`config.mk`:
```
export PLATFORM = sky130hd
export DESIGN_NAME = keyed_buffer_pool_manager
export DESIGN_NICKNAME = d
export VERILOG_FILES = /design/src/sv/kbpm_pkg.sv /design/src/sv/keyed_buffer_pool_manager.sv /design/src/sv/kbpm_ctrl.sv /design/src/sv/kbpm_datapath.sv
export SDC_FILE = /design/constraint.sdc
export NUM_CORES = 1
export LEC_CHECK = 0
export ABC_AREA = 1
export BUFFER_PORTS_ARGS = -buffer_cell sky130_fd_sc_hd__clkbuf_2
export CORE_AREA = 2 2 313 315
export DETAILED_ROUTE_END_ITERATION = 12
export DIE_AREA = 0 0 315 317
export PLACE_DENSITY_LB_ADDON = 0.25
export SYNTH_ARGS = -nofsm -noshare
export SYNTH_HDL_FRONTEND = slang
export SYNTH_HIERARCHICAL = 1
export SYNTH_SLANG_ARGS = --single-unit
```
`constraint.sdc`:
```
create_clock -name clock -period 4.95 [get_ports clock]
set_input_delay 0.495 -clock clock [delete_from_list [all_inputs] [get_ports clock]]
set_output_delay 0.495 -clock clock [all_outputs]
set_load 0.02 [all_outputs]
```
`src/sv/kbpm_pkg.sv`:
```
package kbpm_pkg;

   localparam int KEY_W = 33;
   localparam int AGE_W = 32;

   localparam logic [2:0] ST_REUSED       = 3'd0;
   localparam logic [2:0] ST_NEW_BACKED   = 3'd1;
   localparam logic [2:0] ST_NEW_UNBACKED = 3'd2;
   localparam logic [2:0] ST_POOL_FULL    = 3'd3;
   localparam logic [2:0] ST_RELEASED     = 3'd4;
   localparam logic [2:0] ST_RELEASE_ERR  = 3'd5;

   localparam logic FUNC_ACQUIRE = 1'b0;
   localparam logic FUNC_RELEASE = 1'b1;

   typedef struct packed {
      logic        func;
      logic [13:0] req_width;
      logic [13:0] req_height;
      logic        req_is_rgb;
      logic [3:0]  req_format;
      logic        backing_ok;
      logic [3:0]  release_slot;
   } req_type;

   typedef struct packed {
      logic [2:0]  status;
      logic [3:0]  slot;
      logic [15:0] freed_mask;
   } rsp_type;

   typedef enum logic [1:0] {
      S_IDLE,
      S_READ,
      S_COMPARE,
      S_FINISH
   } state_type;

   typedef struct packed {
      logic load;
      logic read;
      logic compare;
      logic finish;
   } cmd_type;

   typedef struct packed {
      logic is_release;
      logic last_entry;
   } sts_type;

endpackage

```
`src/sv/keyed_buffer_pool_manager.sv`:
```
// Channel   Ports                           Payload              Direction
// request   req_valid, req_stall, req_data  kbpm_pkg::req_type   in
// response  rsp_valid, rsp_stall, rsp_data  kbpm_pkg::rsp_type   out
//
// An acquire scans every entry before its response is loaded; the single read port of the key
// and age memories gives each entry a read step followed by a compare step. A release's response
// is loaded in the final step, after a single read step.
// Reset clears the in-use and allocated marks and the grant counter; no clearing pass is needed.
// One transaction is in flight at a time; a new request is taken while the previous response
// waits, and a stalled response holds the block in its final step.
module keyed_buffer_pool_manager #(
   parameter int NUM_ENTRIES = 16
) (
   input  logic               clock,
   input  logic               reset,
   input  logic               req_valid,
   output logic               req_stall,
   input  kbpm_pkg::req_type  req_data,
   output logic               rsp_valid,
   input  logic               rsp_stall,
   output kbpm_pkg::rsp_type  rsp_data
);

   kbpm_pkg::cmd_type cmd;
   kbpm_pkg::sts_type sts;

   kbpm_ctrl u_ctrl (
      .clock     (clock),
      .reset     (reset),
      .req_valid (req_valid),
      .req_stall (req_stall),
      .rsp_valid (rsp_valid),
      .rsp_stall (rsp_stall),
      .sts       (sts),
      .cmd       (cmd)
   );

   kbpm_datapath #(
      .NUM_ENTRIES (NUM_ENTRIES)
   ) u_datapath (
      .clock    (clock),
      .reset    (reset),
      .req_data (req_data),
      .cmd      (cmd),
      .sts      (sts),
      .rsp_data (rsp_data)
   );

endmodule

```
`src/sv/kbpm_ctrl.sv`:
```
module kbpm_ctrl (
   input  logic               clock,
   input  logic               reset,
   input  logic               req_valid,
   output logic               req_stall,
   output logic               rsp_valid,
   input  logic               rsp_stall,
   input  kbpm_pkg::sts_type  sts,
   output kbpm_pkg::cmd_type  cmd
);

   kbpm_pkg::state_type state_ff, state_in;
   logic rsp_valid_ff, rsp_valid_in;
   logic out_free;

   assign out_free = !rsp_valid_ff || !rsp_stall;

   always_comb begin
      state_in = state_ff;
      case (state_ff)
         kbpm_pkg::S_IDLE: begin
            if (req_valid) begin
               state_in = kbpm_pkg::S_READ;
            end
         end
         kbpm_pkg::S_READ: begin
            if (sts.is_release) begin
               state_in = kbpm_pkg::S_FINISH;
            end else begin
               state_in = kbpm_pkg::S_COMPARE;
            end
         end
         kbpm_pkg::S_COMPARE: begin
            if (sts.last_entry) begin
               state_in = kbpm_pkg::S_FINISH;
            end else begin
               state_in = kbpm_pkg::S_READ;
            end
         end
         kbpm_pkg::S_FINISH: begin
            if (out_free) begin
               state_in = kbpm_pkg::S_IDLE;
            end
         end
         default: begin
            state_in = kbpm_pkg::S_IDLE;
         end
      endcase
   end

   always_comb begin
      cmd = '0;
      req_stall = 1'b1;
      case (state_ff)
         kbpm_pkg::S_IDLE: begin
            req_stall = 1'b0;
            cmd.load = req_valid;
         end
         kbpm_pkg::S_READ: begin
            cmd.read = 1'b1;
         end
         kbpm_pkg::S_COMPARE: begin
            cmd.compare = 1'b1;
         end
         kbpm_pkg::S_FINISH: begin
            cmd.finish = out_free;
         end
         default: begin
            cmd = '0;
         end
      endcase
   end

   always_comb begin
      rsp_valid_in = rsp_valid_ff;
      if (cmd.finish) begin
         rsp_valid_in = 1'b1;
      end else if (!rsp_stall) begin
         rsp_valid_in = 1'b0;
      end
   end

   always_ff @(posedge clock) begin
      if (reset) begin
         state_ff <= kbpm_pkg::S_IDLE;
         rsp_valid_ff <= 1'b0;
      end else begin
         state_ff <= state_in;
         rsp_valid_ff <= rsp_valid_in;
      end
   end

   assign rsp_valid = rsp_valid_ff;

endmodule

```
`src/sv/kbpm_datapath.sv`:
```
module kbpm_datapath #(
   parameter int NUM_ENTRIES = 16
) (
   input  logic               clock,
   input  logic               reset,
   input  kbpm_pkg::req_type  req_data,
   input  kbpm_pkg::cmd_type  cmd,
   output kbpm_pkg::sts_type  sts,
   output kbpm_pkg::rsp_type  rsp_data
);

   localparam int IDX_W = $clog2(NUM_ENTRIES);
   localparam logic [IDX_W-1:0] LAST_IDX = IDX_W'(NUM_ENTRIES - 1);

   logic [kbpm_pkg::KEY_W-1:0] key_mem [NUM_ENTRIES];
   logic [kbpm_pkg::AGE_W-1:0] age_mem [NUM_ENTRIES];

   kbpm_pkg::req_type          req_ff;
   kbpm_pkg::rsp_type          rsp_ff;
   logic [NUM_ENTRIES-1:0]     in_use_ff;
   logic [NUM_ENTRIES-1:0]     alloc_ff;
   logic [kbpm_pkg::AGE_W-1:0] counter_ff;
   logic [IDX_W-1:0]           idx_ff;
   logic [kbpm_pkg::KEY_W-1:0] key_rd_ff;
   logic [kbpm_pkg::AGE_W-1:0] age_rd_ff;
   logic                       best_vld_ff;
   logic [IDX_W-1:0]           best_idx_ff;
   logic [kbpm_pkg::AGE_W-1:0] best_age_ff;
   logic                       first_vld_ff;
   logic [IDX_W-1:0]           first_idx_ff;
   logic [15:0]                freed_ff;

   logic [kbpm_pkg::KEY_W-1:0] req_key;
   logic                       cur_idle_alloc;
   logic                       cur_mismatch;
   logic                       rel_ok;
   logic [IDX_W-1:0]           rel_idx;
   logic                       grant_vld;
   logic                       grant_new;
   logic [IDX_W-1:0]           grant_idx;
   logic                       is_acquire;

   assign req_key = {req_ff.req_format, req_ff.req_is_rgb, req_ff.req_height,
                     req_ff.req_width};
   assign is_acquire = req_ff.func == kbpm_pkg::FUNC_ACQUIRE;
   assign cur_idle_alloc = !in_use_ff[idx_ff] && alloc_ff[idx_ff];
   assign cur_mismatch = cur_idle_alloc && (key_rd_ff != req_key);

   assign rel_idx = IDX_W'(req_ff.release_slot);
   assign rel_ok = ({4'd0, req_ff.release_slot} < 8'(NUM_ENTRIES)) && in_use_ff[rel_idx];

   assign grant_new = !best_vld_ff && first_vld_ff;
   assign grant_vld = best_vld_ff || first_vld_ff;
   assign grant_idx = best_vld_ff ? best_idx_ff : first_idx_ff;

   assign sts.is_release = req_ff.func == kbpm_pkg::FUNC_RELEASE;
   assign sts.last_entry = idx_ff == LAST_IDX;

   always_ff @(posedge clock) begin
      if (cmd.read) begin
         key_rd_ff <= key_mem[idx_ff];
         age_rd_ff <= age_mem[idx_ff];
      end
      if (cmd.finish && is_acquire && grant_vld) begin
         age_mem[grant_idx] <= counter_ff;
         if (grant_new) begin
            key_mem[grant_idx] <= req_key;
         end
      end
   end

   always_ff @(posedge clock) begin
      if (cmd.load) begin
         req_ff <= req_data;
      end
      if (cmd.load) begin
         idx_ff <= '0;
         freed_ff <= '0;
      end else if (cmd.compare) begin
         if (!sts.last_entry) begin
            idx_ff <= idx_ff + IDX_W'(1);
         end
         if (cur_mismatch) begin
            freed_ff <= freed_ff | (16'd1 << idx_ff);
         end
         if (cur_idle_alloc && !cur_mismatch) begin
            if (!best_vld_ff || !(best_age_ff < age_rd_ff)) begin
               best_idx_ff <= idx_ff;
               best_age_ff <= age_rd_ff;
            end
         end
         if (!in_use_ff[idx_ff] && !first_vld_ff) begin
            first_idx_ff <= idx_ff;
         end
      end
      if (cmd.finish) begin
         if (is_acquire) begin
            rsp_ff.freed_mask <= freed_ff;
            if (best_vld_ff) begin
               rsp_ff.status <= kbpm_pkg::ST_REUSED;
               rsp_ff.slot <= 4'(best_idx_ff);
            end else if (first_vld_ff) begin
               rsp_ff.status <= req_ff.backing_ok ? kbpm_pkg::ST_NEW_BACKED
                                                  : kbpm_pkg::ST_NEW_UNBACKED;
               rsp_ff.slot <= 4'(first_idx_ff);
            end else begin
               rsp_ff.status <= kbpm_pkg::ST_POOL_FULL;
               rsp_ff.slot <= 4'd0;
            end
         end else begin
            rsp_ff.freed_mask <= 16'd0;
            rsp_ff.slot <= req_ff.release_slot;
            rsp_ff.status <= rel_ok ? kbpm_pkg::ST_RELEASED : kbpm_pkg::ST_RELEASE_ERR;
         end
      end
   end

   always_ff @(posedge clock) begin
      if (reset) begin
         in_use_ff <= '0;
         alloc_ff <= '0;
         counter_ff <= '0;
         best_vld_ff <= 1'b0;
         first_vld_ff <= 1'b0;
      end else begin
         if (cmd.load) begin
            best_vld_ff <= 1'b0;
            first_vld_ff <= 1'b0;
         end else if (cmd.compare) begin
            if (cur_mismatch) begin
               alloc_ff[idx_ff] <= 1'b0;
            end
            if (cur_idle_alloc && !cur_mismatch) begin
               best_vld_ff <= 1'b1;
            end
            if (!in_use_ff[idx_ff]) begin
               first_vld_ff <= 1'b1;
            end
         end else if (cmd.finish) begin
            if (is_acquire) begin
               if (grant_vld) begin
                  in_use_ff[grant_idx] <= 1'b1;
                  counter_ff <= counter_ff + 32'd1;
                  if (grant_new) begin
                     alloc_ff[grant_idx] <= req_ff.backing_ok;
                  end
               end
            end else if (rel_ok) begin
               in_use_ff[rel_idx] <= 1'b0;
            end
         end
      end
   end

   assign rsp_data = rsp_ff;

endmodule
```
==> metrics.yaml, run 1 <==
setup_path:
  critPathLaunchType: "register"
  cp_max_fo: 79
  endpoint_kind: "register"
  critPathArrivalTime_ns: 3.96
  cp.required_ns: 5.28
  crit_type: "register to register"
global_route:
  grt_pass1_vias: 31400
  grtUsageMet2: 0.411
  grt_max_degree: 237
  top_usage_layer: "met2"
  grt_remaining_overflow: 0
  grt_util_met1: 0.338
  antenna_found_initial: 1
  grt.total_usage: 0.248
  gr-usage-met3: 0.0366
  grt_first_pass_wirelength_um: 188000
finish:
  layout.cells.non_filler: 5611
  syn2layout_area_growth_pct: 12.0
  antenna_cells: 0
  finalNetCount: 4321
  drive_gt1_frac: 0.0842
  layout_commonest_cell: "edfxtp_1"
  fill_cells: 7469
  final_cell_mix: "edfxtp_1 (1207), nor2_1 (632), o21ai_0 (581)"
  final_core_util: 0.600
clocking:
  root_buffer: "clkbuf_16"
  cts_sinks: 1296
  clk_latency_ns: 0.72
  clockBufferDepth: 3
  numCtsBuffers: 131
  cts.clk_slew.worst_paths_ns: 0.06
  cts-resized-gates: 0
  cts_htree_levels: 4
  cts_tree: "built"
yosys:
  synth_fp_nets: 4264
  synth_ff_type: "edfxtp_1"
  syn_area_per_cell_sq_um: 12.3
  synth_edf_count: 1207
  ys_types: 43
  ys_ff_latch: 1296
  synth_cells: 4183
  yosysSeqAreaShare: 0.736
  ys_async_sr_fraction: 0
  synth_warnings: 6
  syn-cell-area_sq_mm: 0.0516
place:
  dp_hpwl_um: 66500
  dpl.cell_count: 5346
  dp_slack_ns: 1.28
  io_buffers: 67
  place_congestion: 0.876
sta:
  rsz0062_at_grt: "false"
  slew_headroom: 0.156
  maxSlewViolCount: 0
  setup_viol: 0
  hold_viol: 0
  fin_crit_ns: 3.63
  max_freq_ghz: 0.276
  tightest_slew_ns: 1.26
  setup_tns_ns: 0
  finalCritPeriodShare: 0.733
  skew_ns: 0.0302
  fin_ws_ns: 1.32
outcome:
  outcome: "finished, final reports clean"
route:
  wl_per_cell_um: 22.1
  drt-initial-drc-count: 3890
  dr.pass1.iters: 5
  num_vias: 33100
  wl_um: 124000
  drcViolationCount: 0
  routed_via_density: 5.89
  ant_nets: 0
floorplanning:
  initial_core_util: 0.536
  num_io_pins: 68
  die_h_um: 317
  rows: 114
  dieArea_sq_mm: 0.0999
  die_w_um: 315
  core_sq_mm: 0.0963
power_and_ir_drop:
  power_density_mw_per_mm2: 418
  p_total_w: 0.0242
  p_sw_w: 0.00584
  p_leak_nw: 20.1
  p_clk_frac: 0.391
  seqPwrFrac: 0.508
  peakVddDrop_mv: 0.332
  internal_power_w: 0.0183
  combPwrFrac: 0.102
  p_sw_frac: 0.242
run:
  max_cap_viol_count: 0
hold_path:
  hp-class: "primary input to register"
cell type report:
cell class / instances / area [sq um] / area share
Inverter: 195 / 761 / 0.0132
Tap cell: 1276 / 1600 / 0.0276
Clock buffer: 187 / 3770 / 0.0652
Sequential cell: 1296 / 38000 / 0.658
Timing Repair Buffer: 163 / 1200 / 0.0207
Clock inverter: 41 / 308 / 0.00532
Multi-Input combinational cell: 2453 / 12100 / 0.210
cells by family after synthesis:
family,Yosys count,synth area share
AND/OR/NAND/NOR,1411,0.112
flip-flops,1296,0.736
AO/OA/AOI/OAI,955,0.101
buffers and inverters,434,0.0332
XOR/XNOR,49,0.00831
adder cells (fa/ha/maj),38,0.00921
per-layer routing:
layer / vias to the layer above / routed length [um]
met2: 1157 / 61200
met4: 2 / 3540
met1: 16400 / 51300
met5: - / 11
met3: 234 / 8100
li1: 15200 / -
sequential cells by signal, summed over array words and instances (netlist names), 23 cells and up:
name                    flops
u_datapath/req_ff          34
u_datapath/age_mem        512
u_datapath/counter_ff      32
u_datapath/best_age_ff     32
u_datapath/key_rd_ff       33
u_datapath/key_mem        528
u_datapath/rsp_data        23
u_datapath/age_rd_ff       32
power by group through the flow:
stage | combinational (W) | sequential (W) | clock, W
2_1_floorplan | 0.00174 | 0.0124 | 0
3_3_place_gp | 0.00237 | 0.0125 | 0
3_5_place_dp | 0.00240 | 0.0125 | 0
4_1_cts | 0.00244 | 0.0123 | 0.00959
5_1_grt | 0.00272 | 0.0123 | 0.0100
6_report | 0.00246 | 0.0123 | 0.00945
synthesized netlist by cell type, drive strengths merged, types with 47 or more instances:
cell,instances,area share
nand4,114,0.014
buf,52,0.0053
nand3,47,0.0049
clkbuf,187,0.014
dfxtp,89,0.035
o21ai,584,0.057
edfxtp,1207,0.70
a21oi,71,0.0069
o22ai,274,0.033
nor2,665,0.049
nand2,544,0.040
inv,191,0.014
per-stage QoR:
stage,area [sq um],hold slack [ns]
after detailed placement,53400,0.432
after CTS,57800,0.0108
after floorplan,51600,0.426
after global placement,53400,0.431
after global routing,57800,0.0163
final,57800,0.0272
worst max-delay path, stage by stage, from the launching register on:
cell     delay, ns
dfxtp_4       0.79
buf_4         0.73
nand2_1       0.13
nand3_1       0.11
nand2_1       0.07
nand2_1       0.06
nand2_1       0.05
nor2_1        0.18
inv_1         0.08
nor4_1        0.26
nand2_1       0.10
inv_2         0.62
worst paths after layout:
check / slack, ns / to / depth (start not counted) / startpoint
worst max-delay path: 1.32 / u_datapath/best_age_ff[9] / 11 / u_datapath/idx_ff[0]
worst min-delay path: 0.03 / u_datapath/req_ff[5] / 1 / req_data[5]
worst max register to register: 1.32 / u_datapath/best_age_ff[9] / 11 / u_datapath/idx_ff[0]
worst min register to register: 0.44 / u_datapath/best_age_ff[20] / 0 / u_datapath/age_rd_ff[20]
what timing repair did:
action | CTS | global route
setup buffers | 0 | 0
hold endpoints to repair | 37 | 0
hold buffers | 37 | 0
(Power assumes the default switching activity.)
==> run 2, diff against run 1 <==
Clock period 4.95 ns to 3 ns, I/O delays scaled along.
==> run 2 against run 1 <==
  * Combinational power up 74%
  * First-iteration DRC count up 3.2%
  * Power up 63%
  * Critical path depth down 1
  * Die area unchanged
  * Maximum frequency up 32%
  * Sequential share of layout area down 0.87 points
  * Global-route usage up 0.57 points
  * Clock skew about the same
  * Wire length up 2.5%
==> metrics.yaml, run 2 (synthesis gave the netlist of run 1 again) <==
clocking:
  clockBufferDepth: 3  # unchanged
  cts_htree_levels: 3  # -1
  root_buffer: "clkbuf_16"
  clk_latency_ns: 0.70  # -0.02 ns
  numCtsBuffers: 121  # -7.6%
  cts.clk_slew.worst_paths_ns: 0.06  # about the same
  cts-resized-gates: 0  # unchanged
  ctsHoldBuffers: 41  # +11%
  cts_tree: "built"
  post_cts_buffers: 0  # unchanged
  cts_sinks: 1296  # unchanged
place:
  dpl.cell_count: 5416  # +1.3%
  place_congestion: 0.888  # +1.3%
  dp_hpwl_um: 66400  # -0.18%
  io_buffers: 67  # unchanged
  dpl_cell_area_sq_mm: 0.0543  # +1.8%
power_and_ir_drop:
  p_total_w: 0.0393  # +63%
  power_density_mw_per_mm2: 671  # +60%
  p_leak_nw: 20.4  # +1.7%
  peakVddDrop_mv: 0.698  # +110%
sta:
  setup_viol: 0  # unchanged
  finalCritPeriodShare: 0.919  # +0.186
  slew_headroom: 0.266  # +0.110
  skew_ns: 0.0305  # +0.000296 ns
  rsz0062_at_grt: "false"
  fin_crit_ns: 2.76  # -0.870 ns
  max_freq_ghz: 0.363  # +32%
  hold_viol: 0  # unchanged
  tightest_slew_ns: 1.10  # -0.162 ns
  maxSlewViolCount: 0  # unchanged
finish:
  layout_commonest_cell: "edfxtp_1"
  design_area_sq_mm: 0.0586  # +1.3%
  final_cell_mix: "edfxtp_1 (1207), nor2_1 (632), o21ai_0 (581)"
  syn2layout_area_growth_pct: 13.5
  layout.cells.non_filler: 5684  # +1.3%
  largestRegisters: "u_datapath/key_mem (528), u_datapath/age_mem (512), u_datapath/req_ff (34)"
  drive_gt1_frac: 0.0989  # +0.0147
  largest_register_ff_count: 528  # unchanged
  finalNetCount: 4385  # +1.5%
  antenna_cells: 0  # unchanged
  largest-register: "u_datapath/key_mem"
  fill_cells: 7407  # -0.83%
hold_path:
  min_path_cells: 3  # +2
  min_from: "reset"
  hold_path_end: "u_datapath/in_use_ff[3]"
  hp-class: "primary input to register"
global_route:
  antenna_found_initial: 3  # +2
  grt_pass1_vias: 32300  # +2.8%
  grt_remaining_overflow: 0  # unchanged
  grt_first_pass_wirelength_um: 192000  # +2.1%
  grt.total_usage: 0.254  # +0.00568
  grt_max_degree: 217  # -8.4%
route:
  drcViolationCount: 0  # unchanged
  routed_via_density: 5.89  # about the same
  ant_nets: 0  # unchanged
  num_vias: 33500  # +1.3%
  drt-initial-drc-count: 4015  # +3.2%
  wl_um: 127000  # +2.5%
  wl_per_cell_um: 22.4  # +1.2%
  dr.pass1.iters: 6  # +1
setup_path:
  slowest_delay_ns: 0.45  # -0.34 ns
  rrSetupSlack_ns: 0.24  # -1.08 ns
  cp.required_ns: 3.37  # -1.91 ns
  ff2ff_path_depth: 10  # -1
  crit_chain: "xnor2_1 > nand2_1 > nor2_1 > nand2_1 > nor2_1 > nand3_1 > nor4_1 > nand2_1 > inv_2 > buf_4"
  r2r-start: "u_datapath/req_ff[34]"
  endpoint_kind: "register"
  cpMaxStageDelayCell: "nor2_1"
  cp_max_fo: 16  # -80%
  crit_type: "register to register"
  crit_top_cell: "nand2_1"
  r2r-end: "u_datapath/best_age_ff[26]"
  crit_family: "simple AND/OR/NAND/NOR gates"
  critPathArrivalTime_ns: 3.13  # -0.83 ns
  critPathLaunchType: "register"
  path_buf_inv: 2  # -1
floorplanning:
  die_h_um: 317  # unchanged
  rows: 114  # unchanged
  num_io_pins: 68  # unchanged
  core_sq_mm: 0.0963  # unchanged
  dieArea_sq_mm: 0.0999  # unchanged
  initial_core_util: 0.536  # unchanged
  die_w_um: 315  # unchanged
run:
  max_cap_viol_count: 0  # unchanged
outcome:
  outcome: "finished, final reports clean"
[run 2: through the flow]
step	setup WS, ns	TNS, ns	hold WS, ns	utilization
2_1_floorplan	-0.924	-91.47	0.369	-
3_3_place_gp	0.301	0	0.431	0.564
3_5_place_dp	0.256	0	0.434	0.564
4_1_cts	0.211	0	0.126	0.609
5_1_grt	0.148	0	0.158	0.609
6_report	0.244	0	0.166	0.609
[run 2: layer usage]
metal	vias to the layer above	track usage	part of all wire
li1	15400	-	-
met1	16600	0.343	0.41
met2	1300	0.434	0.50
met3	238	0.0347	0.067
met4	0	0.0714	0.026
met5	-	0	0
[run 2: worst max-delay path by stage]
stage,from,end,cells after the start
after floorplan,u_ctrl/rsp_valid,u_datapath/key_mem[12][0],8
after global placement,u_datapath/req_ff[15],u_datapath/best_age_ff[29],9
after detailed placement,u_datapath/req_ff[15],u_datapath/best_age_ff[24],9
after CTS,u_datapath/req_ff[34],u_datapath/best_age_ff[26],10
after global routing,u_datapath/req_ff[33],u_datapath/best_age_ff[24],10
final,u_datapath/req_ff[34],u_datapath/best_age_ff[26],10
[run 2: worst min-delay path: stages]
cell      delay (ns)
clkbuf_2        0.09
buf_4           0.26
a21oi_1         0.16
[run 2: final cells by class]
class | count | area, sq um | area share
repair buffers | 237 | 2160 | 0.0369
clock buffers | 153 | 3280 | 0.0560
multi-input cells | 2453 | 12200 | 0.208
well taps | 1276 | 1600 | 0.0272
inverters | 195 | 759 | 0.0130
clock inverters | 74 | 587 | 0.0100
flip-flops and latches | 1296 | 38000 | 0.649
[run 2: where the power goes]
part           switching [W]  internal, W  leakage, nW  total (W)
sequential          0.000176       0.0200         12.4     0.0201
clock                0.00645      0.00846         1.89     0.0149
combinational        0.00298      0.00129         6.13    0.00427
